===== src/operand_stack_alu_assert.svh =====
// ---------------------------------------------------------------------------
// Assertion macros for the operand stack ALU.
// ---------------------------------------------------------------------------
`ifndef OPERAND_STACK_ALU_ASSERT_SVH
`define OPERAND_STACK_ALU_ASSERT_SVH

// Implication checked on every rising clock edge outside reset.
`define OSA_ASSERT_IMP(lbl, clk, rst_n, ante, cons, msg) \
  lbl: assert property (@(posedge clk) disable iff (!rst_n) (ante) |-> (cons)) \
    else $error(msg);

// Next-cycle implication checked outside reset.
`define OSA_ASSERT_NEXT(lbl, clk, rst_n, ante, cons, msg) \
  lbl: assert property (@(posedge clk) disable iff (!rst_n) (ante) |=> (cons)) \
    else $error(msg);

`endif


===== src/osa_pkg.sv =====
// ---------------------------------------------------------------------------
// osa_pkg
// Shared codes for the operand stack ALU.
// ---------------------------------------------------------------------------
package osa_pkg;

  typedef enum logic [1:0] {
    KIND_PUSH  = 2'd0,
    KIND_OP    = 2'd1,
    KIND_CLEAR = 2'd2,
    KIND_NONE  = 2'd3
  } kind_e;

  typedef enum logic [2:0] {
    ST_OK      = 3'd0,
    ST_UNDER   = 3'd1,
    ST_OVER    = 3'd2,
    ST_DIVZERO = 3'd3,
    ST_SHIFT   = 3'd4
  } status_e;

  localparam logic [4:0] OP_ADD    = 5'd0;
  localparam logic [4:0] OP_SUB    = 5'd1;
  localparam logic [4:0] OP_MUL    = 5'd2;
  localparam logic [4:0] OP_DIV    = 5'd3;
  localparam logic [4:0] OP_MOD    = 5'd4;
  localparam logic [4:0] OP_LOR    = 5'd5;
  localparam logic [4:0] OP_XOR    = 5'd6;
  localparam logic [4:0] OP_LAND   = 5'd7;
  localparam logic [4:0] OP_AND    = 5'd8;
  localparam logic [4:0] OP_OR     = 5'd9;
  localparam logic [4:0] OP_SHL    = 5'd10;
  localparam logic [4:0] OP_SHR    = 5'd11;
  localparam logic [4:0] OP_LT     = 5'd12;
  localparam logic [4:0] OP_GT     = 5'd13;
  localparam logic [4:0] OP_EQ     = 5'd14;
  localparam logic [4:0] OP_NEG    = 5'd15;
  localparam logic [4:0] OP_PLUS   = 5'd16;
  localparam logic [4:0] OP_BITNOT = 5'd17;
  localparam logic [4:0] OP_LOGNOT = 5'd18;

endpackage


===== src/operand_stack_alu.sv =====
// ---------------------------------------------------------------------------
// operand_stack_alu
// Reverse-Polish ALU on an operand stack held in a synchronous memory.
// ---------------------------------------------------------------------------
// Sequence: push, clear, ignored and underflow transactions go straight from
// acceptance to S_DONE; unary operators pass through S_EXEC, and binary
// operators through S_RD_A (one memory read) and S_EXEC; div and mod then run
// the radix-2 divider in S_DIV and write back in S_DIVWB before S_DONE.
// One transaction is worked on at a time; the next is accepted once the
// result register is free. Reset clears the stack count; memory is not cleared.
module operand_stack_alu #(
  parameter int STACK_DEPTH = 16,
  parameter int DATA_WIDTH  = 32
) (
  input  logic        clk_i,
  input  logic        rst_ni,
  input  logic        in_valid_i,
  output logic        in_stall_o,
  input  logic [1:0]  kind_i,
  input  logic signed [31:0] push_value_i,
  input  logic [4:0]  op_code_i,
  output logic        out_valid_o,
  input  logic        out_stall_i,
  output logic [2:0]  status_o,
  output logic signed [31:0] top_value_o,
  output logic [4:0]  stack_count_o
);

  localparam int AW = (STACK_DEPTH > 1) ? $clog2(STACK_DEPTH) : 1;
  localparam int CW = $clog2(STACK_DEPTH + 1);
  localparam int SW = $clog2(DATA_WIDTH);
  localparam int DCW = $clog2(DATA_WIDTH + 1);

  localparam logic [2:0] S_IDLE  = 3'd0;
  localparam logic [2:0] S_RD_A  = 3'd1;
  localparam logic [2:0] S_EXEC  = 3'd2;
  localparam logic [2:0] S_DIV   = 3'd3;
  localparam logic [2:0] S_DIVWB = 3'd4;
  localparam logic [2:0] S_DONE  = 3'd5;

  localparam logic [DATA_WIDTH-1:0] ONE = {{(DATA_WIDTH-1){1'b0}}, 1'b1};
  localparam logic [DATA_WIDTH-1:0] ZERO = '0;

  logic [DATA_WIDTH-1:0] mem_q [STACK_DEPTH];
  logic [DATA_WIDTH-1:0] rd_data_q;
  logic [AW-1:0]         rd_addr;
  logic                  wr_en;
  logic [AW-1:0]         wr_addr;
  logic [DATA_WIDTH-1:0] wr_data;

  logic [2:0]            state_q, state_d;
  logic [CW-1:0]         sp_q, sp_d;
  logic [DATA_WIDTH-1:0] top_q, top_d;
  logic [DATA_WIDTH-1:0] b_q, b_d;
  logic [4:0]            op_q, op_d;
  logic [2:0]            st_q, st_d;
  logic                  ov_q, ov_d;

  // Divider state.
  logic [DATA_WIDTH-1:0] dq_q, dq_d;
  logic [DATA_WIDTH-1:0] dr_q, dr_d;
  logic [DATA_WIDTH-1:0] dd_q, dd_d;
  logic [DCW-1:0]        dcnt_q, dcnt_d;
  logic                  dsa_q, dsa_d, dsb_q, dsb_d;

  logic                  take;
  logic [DATA_WIDTH-1:0] a_v, res;
  logic [2:0]            ex_st;
  logic [DATA_WIDTH:0]   dtrial, rshift;
  logic [DATA_WIDTH-1:0] dres;

  assign in_stall_o = (state_q != S_IDLE) || ov_q;
  assign take       = in_valid_i && !in_stall_o;

  always_ff @(posedge clk_i) begin
    if (wr_en) begin
      mem_q[wr_addr] <= wr_data;
    end
    rd_data_q <= mem_q[rd_addr];
  end

  // Binary/unary execute on a_v (memory read data) and b_q.
  always_comb begin
    a_v   = rd_data_q;
    res   = '0;
    ex_st = osa_pkg::ST_OK;
    case (op_q)
      osa_pkg::OP_ADD:  res = a_v + b_q;
      osa_pkg::OP_SUB:  res = a_v - b_q;
      osa_pkg::OP_MUL:  res = DATA_WIDTH'(a_v * b_q);
      osa_pkg::OP_LOR:  res = ((a_v != ZERO) || (b_q != ZERO)) ? ONE : ZERO;
      osa_pkg::OP_XOR:  res = a_v ^ b_q;
      osa_pkg::OP_LAND: res = ((a_v != ZERO) && (b_q != ZERO)) ? ONE : ZERO;
      osa_pkg::OP_AND:  res = a_v & b_q;
      osa_pkg::OP_OR:   res = a_v | b_q;
      osa_pkg::OP_SHL, osa_pkg::OP_SHR: begin
        if (b_q[DATA_WIDTH-1] || (b_q > DATA_WIDTH'(DATA_WIDTH - 1))) begin
          ex_st = osa_pkg::ST_SHIFT;
        end else if (op_q == osa_pkg::OP_SHL) begin
          res = a_v << b_q[SW-1:0];
        end else begin
          res = DATA_WIDTH'($signed(a_v) >>> b_q[SW-1:0]);
        end
      end
      osa_pkg::OP_LT:   res = ($signed(a_v) < $signed(b_q)) ? ONE : ZERO;
      osa_pkg::OP_GT:   res = ($signed(b_q) < $signed(a_v)) ? ONE : ZERO;
      osa_pkg::OP_EQ:   res = (a_v == b_q) ? ONE : ZERO;
      osa_pkg::OP_NEG:    res = ZERO - b_q;
      osa_pkg::OP_PLUS:   res = b_q;
      osa_pkg::OP_BITNOT: res = ~b_q;
      osa_pkg::OP_LOGNOT: res = (b_q == ZERO) ? ONE : ZERO;
      default: res = '0;
    endcase
  end

  assign rshift = {dr_q, dq_q[DATA_WIDTH-1]};
  assign dtrial = rshift - {1'b0, dd_q};
  assign dres   = (op_q == osa_pkg::OP_DIV)
                ? ((dsa_q != dsb_q) ? ZERO - dq_q : dq_q)
                : (dsa_q ? ZERO - dr_q : dr_q);

  always_comb begin
    state_d = state_q;
    sp_d    = sp_q;
    top_d   = top_q;
    b_d     = b_q;
    op_d    = op_q;
    st_d    = st_q;
    ov_d    = ov_q && out_stall_i;
    dq_d    = dq_q;
    dr_d    = dr_q;
    dd_d    = dd_q;
    dcnt_d  = dcnt_q;
    dsa_d   = dsa_q;
    dsb_d   = dsb_q;
    wr_en   = 1'b0;
    wr_addr = '0;
    wr_data = '0;
    rd_addr = '0;
    case (state_q)
      S_IDLE: begin
        if (take) begin
          op_d = op_code_i;
          st_d = osa_pkg::ST_OK;
          case (kind_i)
            osa_pkg::KIND_PUSH: begin
              if (sp_q >= CW'(STACK_DEPTH)) begin
                st_d = osa_pkg::ST_OVER;
              end else begin
                wr_en   = 1'b1;
                wr_addr = sp_q[AW-1:0];
                wr_data = DATA_WIDTH'(push_value_i);
                top_d   = DATA_WIDTH'(push_value_i);
                sp_d    = sp_q + 1'b1;
              end
              state_d = S_DONE;
            end
            osa_pkg::KIND_OP: begin
              if (op_code_i <= osa_pkg::OP_EQ) begin
                if (sp_q < CW'(2)) begin
                  st_d    = osa_pkg::ST_UNDER;
                  state_d = S_DONE;
                end else begin
                  b_d     = top_q;
                  state_d = S_RD_A;
                end
              end else if (op_code_i <= osa_pkg::OP_LOGNOT) begin
                if (sp_q == '0) begin
                  st_d    = osa_pkg::ST_UNDER;
                  state_d = S_DONE;
                end else begin
                  b_d     = top_q;
                  state_d = S_EXEC;
                end
              end else begin
                state_d = S_DONE;
              end
            end
            osa_pkg::KIND_CLEAR: begin
              sp_d    = '0;
              state_d = S_DONE;
            end
            default: state_d = S_DONE;
          endcase
        end
      end
      S_RD_A: begin
        rd_addr = AW'(sp_q - CW'(2));
        state_d = S_EXEC;
      end
      S_EXEC: begin
        if (op_q > osa_pkg::OP_EQ) begin
          wr_en   = 1'b1;
          wr_addr = AW'(sp_q - 1'b1);
          wr_data = res;
          top_d   = res;
          state_d = S_DONE;
        end else if ((op_q == osa_pkg::OP_DIV) || (op_q == osa_pkg::OP_MOD)) begin
          if (b_q == ZERO) begin
            st_d    = osa_pkg::ST_DIVZERO;
            state_d = S_DONE;
          end else begin
            dsa_d   = a_v[DATA_WIDTH-1];
            dsb_d   = b_q[DATA_WIDTH-1];
            dq_d    = a_v[DATA_WIDTH-1] ? ZERO - a_v : a_v;
            dd_d    = b_q[DATA_WIDTH-1] ? ZERO - b_q : b_q;
            dr_d    = '0;
            dcnt_d  = DCW'(DATA_WIDTH);
            state_d = S_DIV;
          end
        end else if (ex_st != osa_pkg::ST_OK) begin
          st_d    = ex_st;
          state_d = S_DONE;
        end else begin
          wr_en   = 1'b1;
          wr_addr = AW'(sp_q - CW'(2));
          wr_data = res;
          top_d   = res;
          sp_d    = sp_q - 1'b1;
          state_d = S_DONE;
        end
      end
      S_DIV: begin
        if (dtrial[DATA_WIDTH]) begin
          dr_d = rshift[DATA_WIDTH-1:0];
          dq_d = {dq_q[DATA_WIDTH-2:0], 1'b0};
        end else begin
          dr_d = dtrial[DATA_WIDTH-1:0];
          dq_d = {dq_q[DATA_WIDTH-2:0], 1'b1};
        end
        dcnt_d = dcnt_q - 1'b1;
        if (dcnt_q == DCW'(1)) begin
          state_d = S_DIVWB;
        end
      end
      S_DIVWB: begin
        wr_en   = 1'b1;
        wr_addr = AW'(sp_q - CW'(2));
        wr_data = dres;
        top_d   = dres;
        sp_d    = sp_q - 1'b1;
        state_d = S_DONE;
      end
      S_DONE: begin
        ov_d    = 1'b1;
        state_d = S_IDLE;
      end
      default: state_d = S_IDLE;
    endcase
  end

  always_ff @(posedge clk_i or negedge rst_ni) begin
    if (!rst_ni) begin
      state_q <= S_IDLE;
      sp_q    <= '0;
      ov_q    <= 1'b0;
    end else begin
      state_q <= state_d;
      sp_q    <= sp_d;
      ov_q    <= ov_d;
    end
  end

  always_ff @(posedge clk_i) begin
    top_q  <= top_d;
    b_q    <= b_d;
    op_q   <= op_d;
    st_q   <= st_d;
    dq_q   <= dq_d;
    dr_q   <= dr_d;
    dd_q   <= dd_d;
    dcnt_q <= dcnt_d;
    dsa_q  <= dsa_d;
    dsb_q  <= dsb_d;
  end

  assign out_valid_o   = ov_q;
  assign status_o      = st_q;
  assign top_value_o   = (sp_q == '0) ? 32'sd0 : 32'(top_q);
  assign stack_count_o = 5'(sp_q);

`include "operand_stack_alu_assert.svh"

  `OSA_ASSERT_IMP(a_count_bound, clk_i, rst_ni, 1'b1, sp_q <= CW'(STACK_DEPTH), "stack count above depth")
  `OSA_ASSERT_IMP(a_no_take_busy, clk_i, rst_ni, state_q != S_IDLE, !take, "accepted while busy")
  `OSA_ASSERT_NEXT(a_done_valid, clk_i, rst_ni, state_q == S_DONE, out_valid_o, "result not presented")
  `OSA_ASSERT_NEXT(a_hold_result, clk_i, rst_ni, out_valid_o && out_stall_i, out_valid_o && $stable(status_o), "stalled result changed")

endmodule


===== config.mk =====
export PLATFORM = sky130hd
export DESIGN_NAME = operand_stack_alu
export DESIGN_NICKNAME = d
export VERILOG_FILES = /design/src/osa_pkg.sv /design/src/operand_stack_alu.sv
export VERILOG_INCLUDE_DIRS = /design/src /design/src/src
export SDC_FILE = /design/constraint.sdc
export NUM_CORES = 2
export LEC_CHECK = 0
export ABC_AREA = 1
export ABC_CLOCK_PERIOD_IN_PS = 20100
export BUFFER_PORTS_ARGS = -buffer_cell sky130_fd_sc_hd__buf_4
export CORE_MARGIN = 2
export CORE_UTILIZATION = 45
export DETAILED_ROUTE_END_ITERATION = 10
export GPL_ROUTABILITY_DRIVEN = 0
export HOLD_SLACK_MARGIN = 0.1
export PLACE_DENSITY = 0.62
export SYNTH_ARGS = -nofsm -noshare
export SYNTH_HDL_FRONTEND = slang
export SYNTH_SLANG_ARGS = --single-unit

===== constraint.sdc =====
create_clock -name clk_i -period 20.1 [get_ports clk_i]
set_input_delay 4.02 -clock clk_i [delete_from_list [all_inputs] [get_ports clk_i]]
set_output_delay 4.02 -clock clk_i [all_outputs]
set_load 0.05 [all_outputs]

# --- Yosys cells after proc, flatten, opt, wreduce, memory -nomap -nowiden ---
# Memory sizes are Yosys's and may differ from the RTL's. A register that Yosys moved wholly into a read port is not among the register bits.
# Cells that the tools add are included.
word_totals:
  reg_bits: 185
  latch_bits: 0
  ramBits: 512
  romBits: 0
  input_bits: 43
  output_inout_bits: 42
  wordCells: 215
  n_memories: 1
op_classes:
  add_sub_neg: 11
  mul: 1
  n_div: 0
  magnitude_cmp: 8
  n_eq_ne: 45
  n_shift: 2
  mux: 97
  n_bitwise: 6
  n_reduce_logical: 30
mem_list:
  columns: ["memory", "depth", "word_bits", "rd", "rd_clocked_by_memory_dff", "wr", "line_no", "rtl"]
  rows:
  - ["mem_q", 16, 32, 1, 1, 1, "operand_stack_alu.sv:44", "logic [DATA_WIDTH-1:0] mem_q [STACK_DEPTH];"]
ops:
  columns: ["op", "n"]
  rows:
  - ["$mux 32", 30]
  - ["$pmux 32 s16", 1]
  - ["$pmux 32 s3", 2]
  - ["$pmux 32 s2", 2]
  - ["$sub 1x32->32 const A", 4]
  - ["$lt 32x32->1", 2]
  - ["$reduce_bool 32->1", 2]
  - ["$mux 3", 18]
  - ["$eq 5x4->1 const B", 8]
  - ["$sub 33x32->33", 1]
  - ["$add 32x32->32", 1]
  - ["$and 32x32->32", 1]
  - ["$eq 32x32->1", 1]
  - ["$gt 32x5->1 const B", 1]
  - ["$logic_not 32->1", 1]
  - ["$mul 32x32->32", 1]
  - ["$not 32->32", 1]
  - ["$or 32x32->32", 1]
  - ["$shl 32x5->32", 1]
  - ["$sshr 32x5->32", 1]
  - ["$sub 32x32->32", 1]
  - ["$xor 32x32->32", 1]
  - ["$mux 31", 1]
  - ["$mux 4", 7]
  - ["other kinds (50)", 110]

# --- Longest topological paths before layout ---
logic_depth:
  word_depth: 11
  mapped_depth: 39
  ltp_nobuf: 34

# --- Worst setup path after synthesis ---
# Ideal clock, no wire load.
synth_path:
  kind: "register -> register"
  from: "reg b_q[2]"
  to: "mem mem_q[0][31] (data pin)"
  setup_ns: 0.319
  arrival_time_ns: 7.290
  t_required_ns: 19.781
  path_slack_ns: 12.491
  stages_incl_launch_ff: 34
  n_path_buf: 5
  period_less_slack_ns: 7.609
  cell_sequence: "edfxtp_1 -> buf_6 -> buf_2 -> buf_2 -> buf_1 -> buf_1 -> nand2_1 -> inv_1 -> fa_1 -> inv_1 -> fa_1 -> fa_1 -> fa_1 -> inv_1 -> fa_1 -> inv_1 -> fa_1 -> inv_1 -> fa_1 -> fa_1 -> ha_1 -> a21oi_1 -> o21ai_0 -> a21oi_1 -> nand2_1 -> a21o_1 -> nand2_1 -> nand2_1 -> a21boi_0 -> nand3_1 -> nand3_1 -> nand2_1 -> nand2_1 -> nand2_1"
synth_via:
  elab_chain_cells: 9
  elab_cells_between_ends: 18
  classes_between: "add/sub (3); mul (1); order compare (1); shift (2); mux (9); reduce/logical (2)"
synth_lines:
  columns: ["item", "line_no", "rtl"]
  rows:
  - ["from (decl)", "operand_stack_alu.sv:54", "logic [DATA_WIDTH-1:0] b_q, b_d;"]
  - ["from (signal assigned)", "operand_stack_alu.sv:266", "b_q <= b_d;"]
  - ["branches (longest 7 deep; another with $mul 32x32->32)", null, null]
  - ["$mux 32 (*)", "operand_stack_alu.sv:192", "if (op_q > osa_pkg::OP_EQ) begin"]
  - ["$pmux 32 s3 (*)", "operand_stack_alu.sv:140", "case (state_q)"]
  - ["via wr_data[31]", "operand_stack_alu.sv:49", "logic [DATA_WIDTH-1:0] wr_data;"]
  - ["to (decl)", "operand_stack_alu.sv:44", null]
# Mark *: on every way through the listed nets, which the timed path passes.

# --- Worst setup path in the final report ---
layout_path:
  from: "reg b_q[2]"
  to: "mem mem_q[6][28] (data pin)"
# Same word-level chain as after synthesis.

==> impl_metrics.csv <==
group,metric,value,unit
cells_and_area,nets,8259,
timing,hold_violations,0,
timing,slew_violations,0,
setup_path,reg2reg_slack,11.15,ns
logic_synthesis,synth_edf_count,688,
cells_and_area,drive_above_1_share,6.445,%
min_path,min_path_cells,0,
setup_path,r2r_start,"b_q[2]",
logic_synthesis,synth-main-ff-cell,"edfxtp_1",
detailed_routing,first_iter_violations,7861,
timing,tns,0,ns
detailed_routing,vias,55620,
setup_path,critPathSlowestCell,"edfxtp_1",
logic_synthesis,yosys-top-cells-area,"edfxtp_1 34%, fa_1 13%, nand2_1 9.4%",
floorplanning,ioPinCount,85,
clock_tree,clk_latency,0.70,ns
global_routing,grt_max_degree,170,
logic_synthesis,syn_area_per_cell,8.086,sq um
setup_path,start_kind,"register",
floorplanning,initial_core_util,45.38,%
timing,period_minus_slack,8.952,ns
setup_path,reg2reg_depth,31,
placed_design,portBuffers,84,
cells_and_area,fillCellCount,13040,
placed_design,dpl.hpwl,162.2,mm
cells_and_area,area_growth,8.017,%
floorplanning,die-height,373.8,um
floorplanning,dieArea,139800,sq um
setup_path,end_kind,"register",
logic_synthesis,synthTopCellsByCount,"1534 x nand2_1, 1239 x inv_1, 903 x nor2_1, 688 x edfxtp_1, 510 x o21ai_0",
clock_tree,cts-resized-gates,0,
detailed_routing,ant_nets,0,
logic_synthesis,synth_cell_types,74,
timing,slew_headroom,17.36,%
timing,worst-slew-pin-transition,1.237,ns
logic_synthesis,yosysMostFrequentCell,"nand2_1",
floorplanning,die_w,373.8,um
floorplanning,num_rows,135,
timing,skew,0.07011,ns
logic_synthesis,ys_warn_count,0,
detailed_routing,drc_errors,12,
clock_tree,hold_buffers,0,
status,status,"complete, but fails checks",
clock_tree,postCtsSetupBuffers,0,
min_path,hp-class,"register to register",
clock_tree,clk_pin_slew,0.09,ns
logic_synthesis,seq_area_frac_synth,34.97,%
logic_synthesis,async_flop_share,1.235,%
cells_and_area,multiInputGateArea,33680,sq um
global_routing,grtUsageTotal,32.93,%
setup_path,max_stage_delay,0.57,ns
cells_and_area,seq_area,21540,sq um
detailed_routing,wire_per_inst,25.00,um
detailed_routing,finalWirelength,234.1,mm
setup_path,r2r-end,"mem_q[6][28]",
global_routing,grt_pass1_wl,343.1,mm
global_routing,grt_overflow,0,
setup_path,cp.arrival,9.19,ns
setup_path,path_common_cell,"nand2_1",
logic_synthesis,yosys.area.top_type,"edfxtp_1",
setup_path,critPathMaxFanout,45,
clock_tree,cts-root-buf,"clkbuf_16",
clock_tree,cts.path.max_buffers,3,
min_path,hold-path-endpoint,"b_q[20]",
clock_tree,cts_buffers,78,
logic_synthesis,synthCells,7612,
global_routing,antenna_found_initial,13,
logic_synthesis,synthesis.area,61550,sq um
timing,rsz0062_at_grt,"false",
timing,fin_crit_sh,44.54,%
clock_tree,cts_sinks,729,
job,maxCapViolCount,0,
detailed_routing,viasPerCell,5.940,
logic_synthesis,yosysTopAreaCellShare,33.56,%
logic_synthesis,synthesis.nets,8361,
timing,fmax,0.1117,GHz
min_path,worstHoldStart,"top_q[20]",
clock_tree,cts_tree,"yes",
timing,setup_viol,0,
setup_path,worstPathRequired,20.34,ns
floorplanning,core_area,135600,sq um
detailed_routing,drtPass1Iterations,11,
status,violations,"DRC",
clock_tree,cts_max_level,3,
logic_synthesis,ys_ff_latch,729,
setup_path,critical_path_class,"register to register",
global_routing,grt_pass1_vias,52730,
-- layer usage --
| metal | vias to the layer above | wire (um) | GRT usage, % |
|---|---|---|---|
| met4 | 10 | 16710 | 19.43 |
| met1 | 26610 | 88900 | 43.04 |
| met5 | - | 65 | 0 |
| met3 | 888 | 29420 | 8.941 |
| li1 | 24600 | - | - |
| met2 | 3507 | 98960 | 48.93 |
-- cell usage in the layout, fill, tap and decap left out, types with 21 or more instances in the layout --
cell	Yosys	final
fa_1	411	411
o22ai_1	45	45
edfxtp_1	688	688
nor2_1	903	881
o32ai_1	41	41
nand3_1	322	321
nor2_4	7	30
o21bai_1	22	22
nor3_1	56	56
nand4_1	60	60
xnor2_1	26	26
o311ai_0	92	92
inv_2	47	47
a211oi_1	21	21
nand2_1	1534	1533
xor2_1	77	77
o211ai_1	92	92
buf_4	7	210
o21ai_1	119	119
dfxtp_1	32	27
a21oi_1	322	322
ha_1	295	295
o21ai_0	510	509
inv_1	1239	1236
clkbuf_16	0	78
-- metrics by stage --
stage          area [sq um]  setup WS [ns]  util (%)  std cells  hold slack [ns]
3_5_place_dp          63920          11.63     47.13       9211           0.4356
5_1_grt               66470          10.87     49.00       9355           0.4642
2_1_floorplan         61550          12.49         -       7612           0.4264
3_3_place_gp          63920          11.72     47.13       9211           0.4324
4_1_cts               66460          11.53     49.00       9353           0.4502
6_report              66490          11.15     49.02       9364           0.4564
-- worst max-delay path by stage --
stage            from            end  slack [ns]  depth (start not counted)
6_report       b_q[2]   mem_q[6][28]       11.15                         31
5_1_grt        b_q[2]  mem_q[15][28]       10.87                         31
4_1_cts        b_q[2]   mem_q[6][28]       11.53                         31
3_5_place_dp   b_q[2]   mem_q[3][28]       11.63                         31
3_3_place_gp   b_q[2]   mem_q[1][28]       11.72                         31
2_1_floorplan  b_q[2]   mem_q[0][31]       12.49                         33
-- critical path: cells and delay by family, from the launching register on --
| family | cells | cell delay (ns) |
|---|---|---|
| adders and majority gates | 9 | 4.26 |
| and+or+nand+nor | 17 | 2.67 |
| buffers and inverters | 5 | 0.95 |
| DFF | 1 | 0.57 |
-- state kept, by name, indices dropped and copies added, names as in the netlist --
register,count
dd_q,32
mem_q,512
stack_count_o,5
b_q,32
status_o,3
a_v,32
out_valid_o,1
dq_q,32
top_q,32
op_q,5
dr_q,32
dcnt_q,6
state_q,3
dsb_q,1
dsa_q,1
-- kinds of logic after synthesis --
| group | after synthesis | synth area share [%] |
|---|---|---|
| simple gates | 2996 | 20.12 |
| buf+inv | 1686 | 10.62 |
| compound gates | 1384 | 13.33 |
| flops | 729 | 34.97 |
| fa+ha+maj | 706 | 19.36 |
| xor+xnor | 103 | 1.466 |
| mux | 8 | 0.1301 |
-- layout make-up --
class / instances / area share [%]
Timing Repair Buffer: 212 / 2.431
Inverter: 1292 / 7.307
Clock buffer: 102 / 3.131
Multi-Input combinational cell: 5197 / 50.66
Antenna cell: 11 / 0.04140
Tap cell: 1781 / 3.352
Sequential cell: 729 / 32.39
Clock inverter: 40 / 0.6887
Power is not shown: default switching activity piles up to over one toggle a cycle in this logic, so the estimate is an artifact.
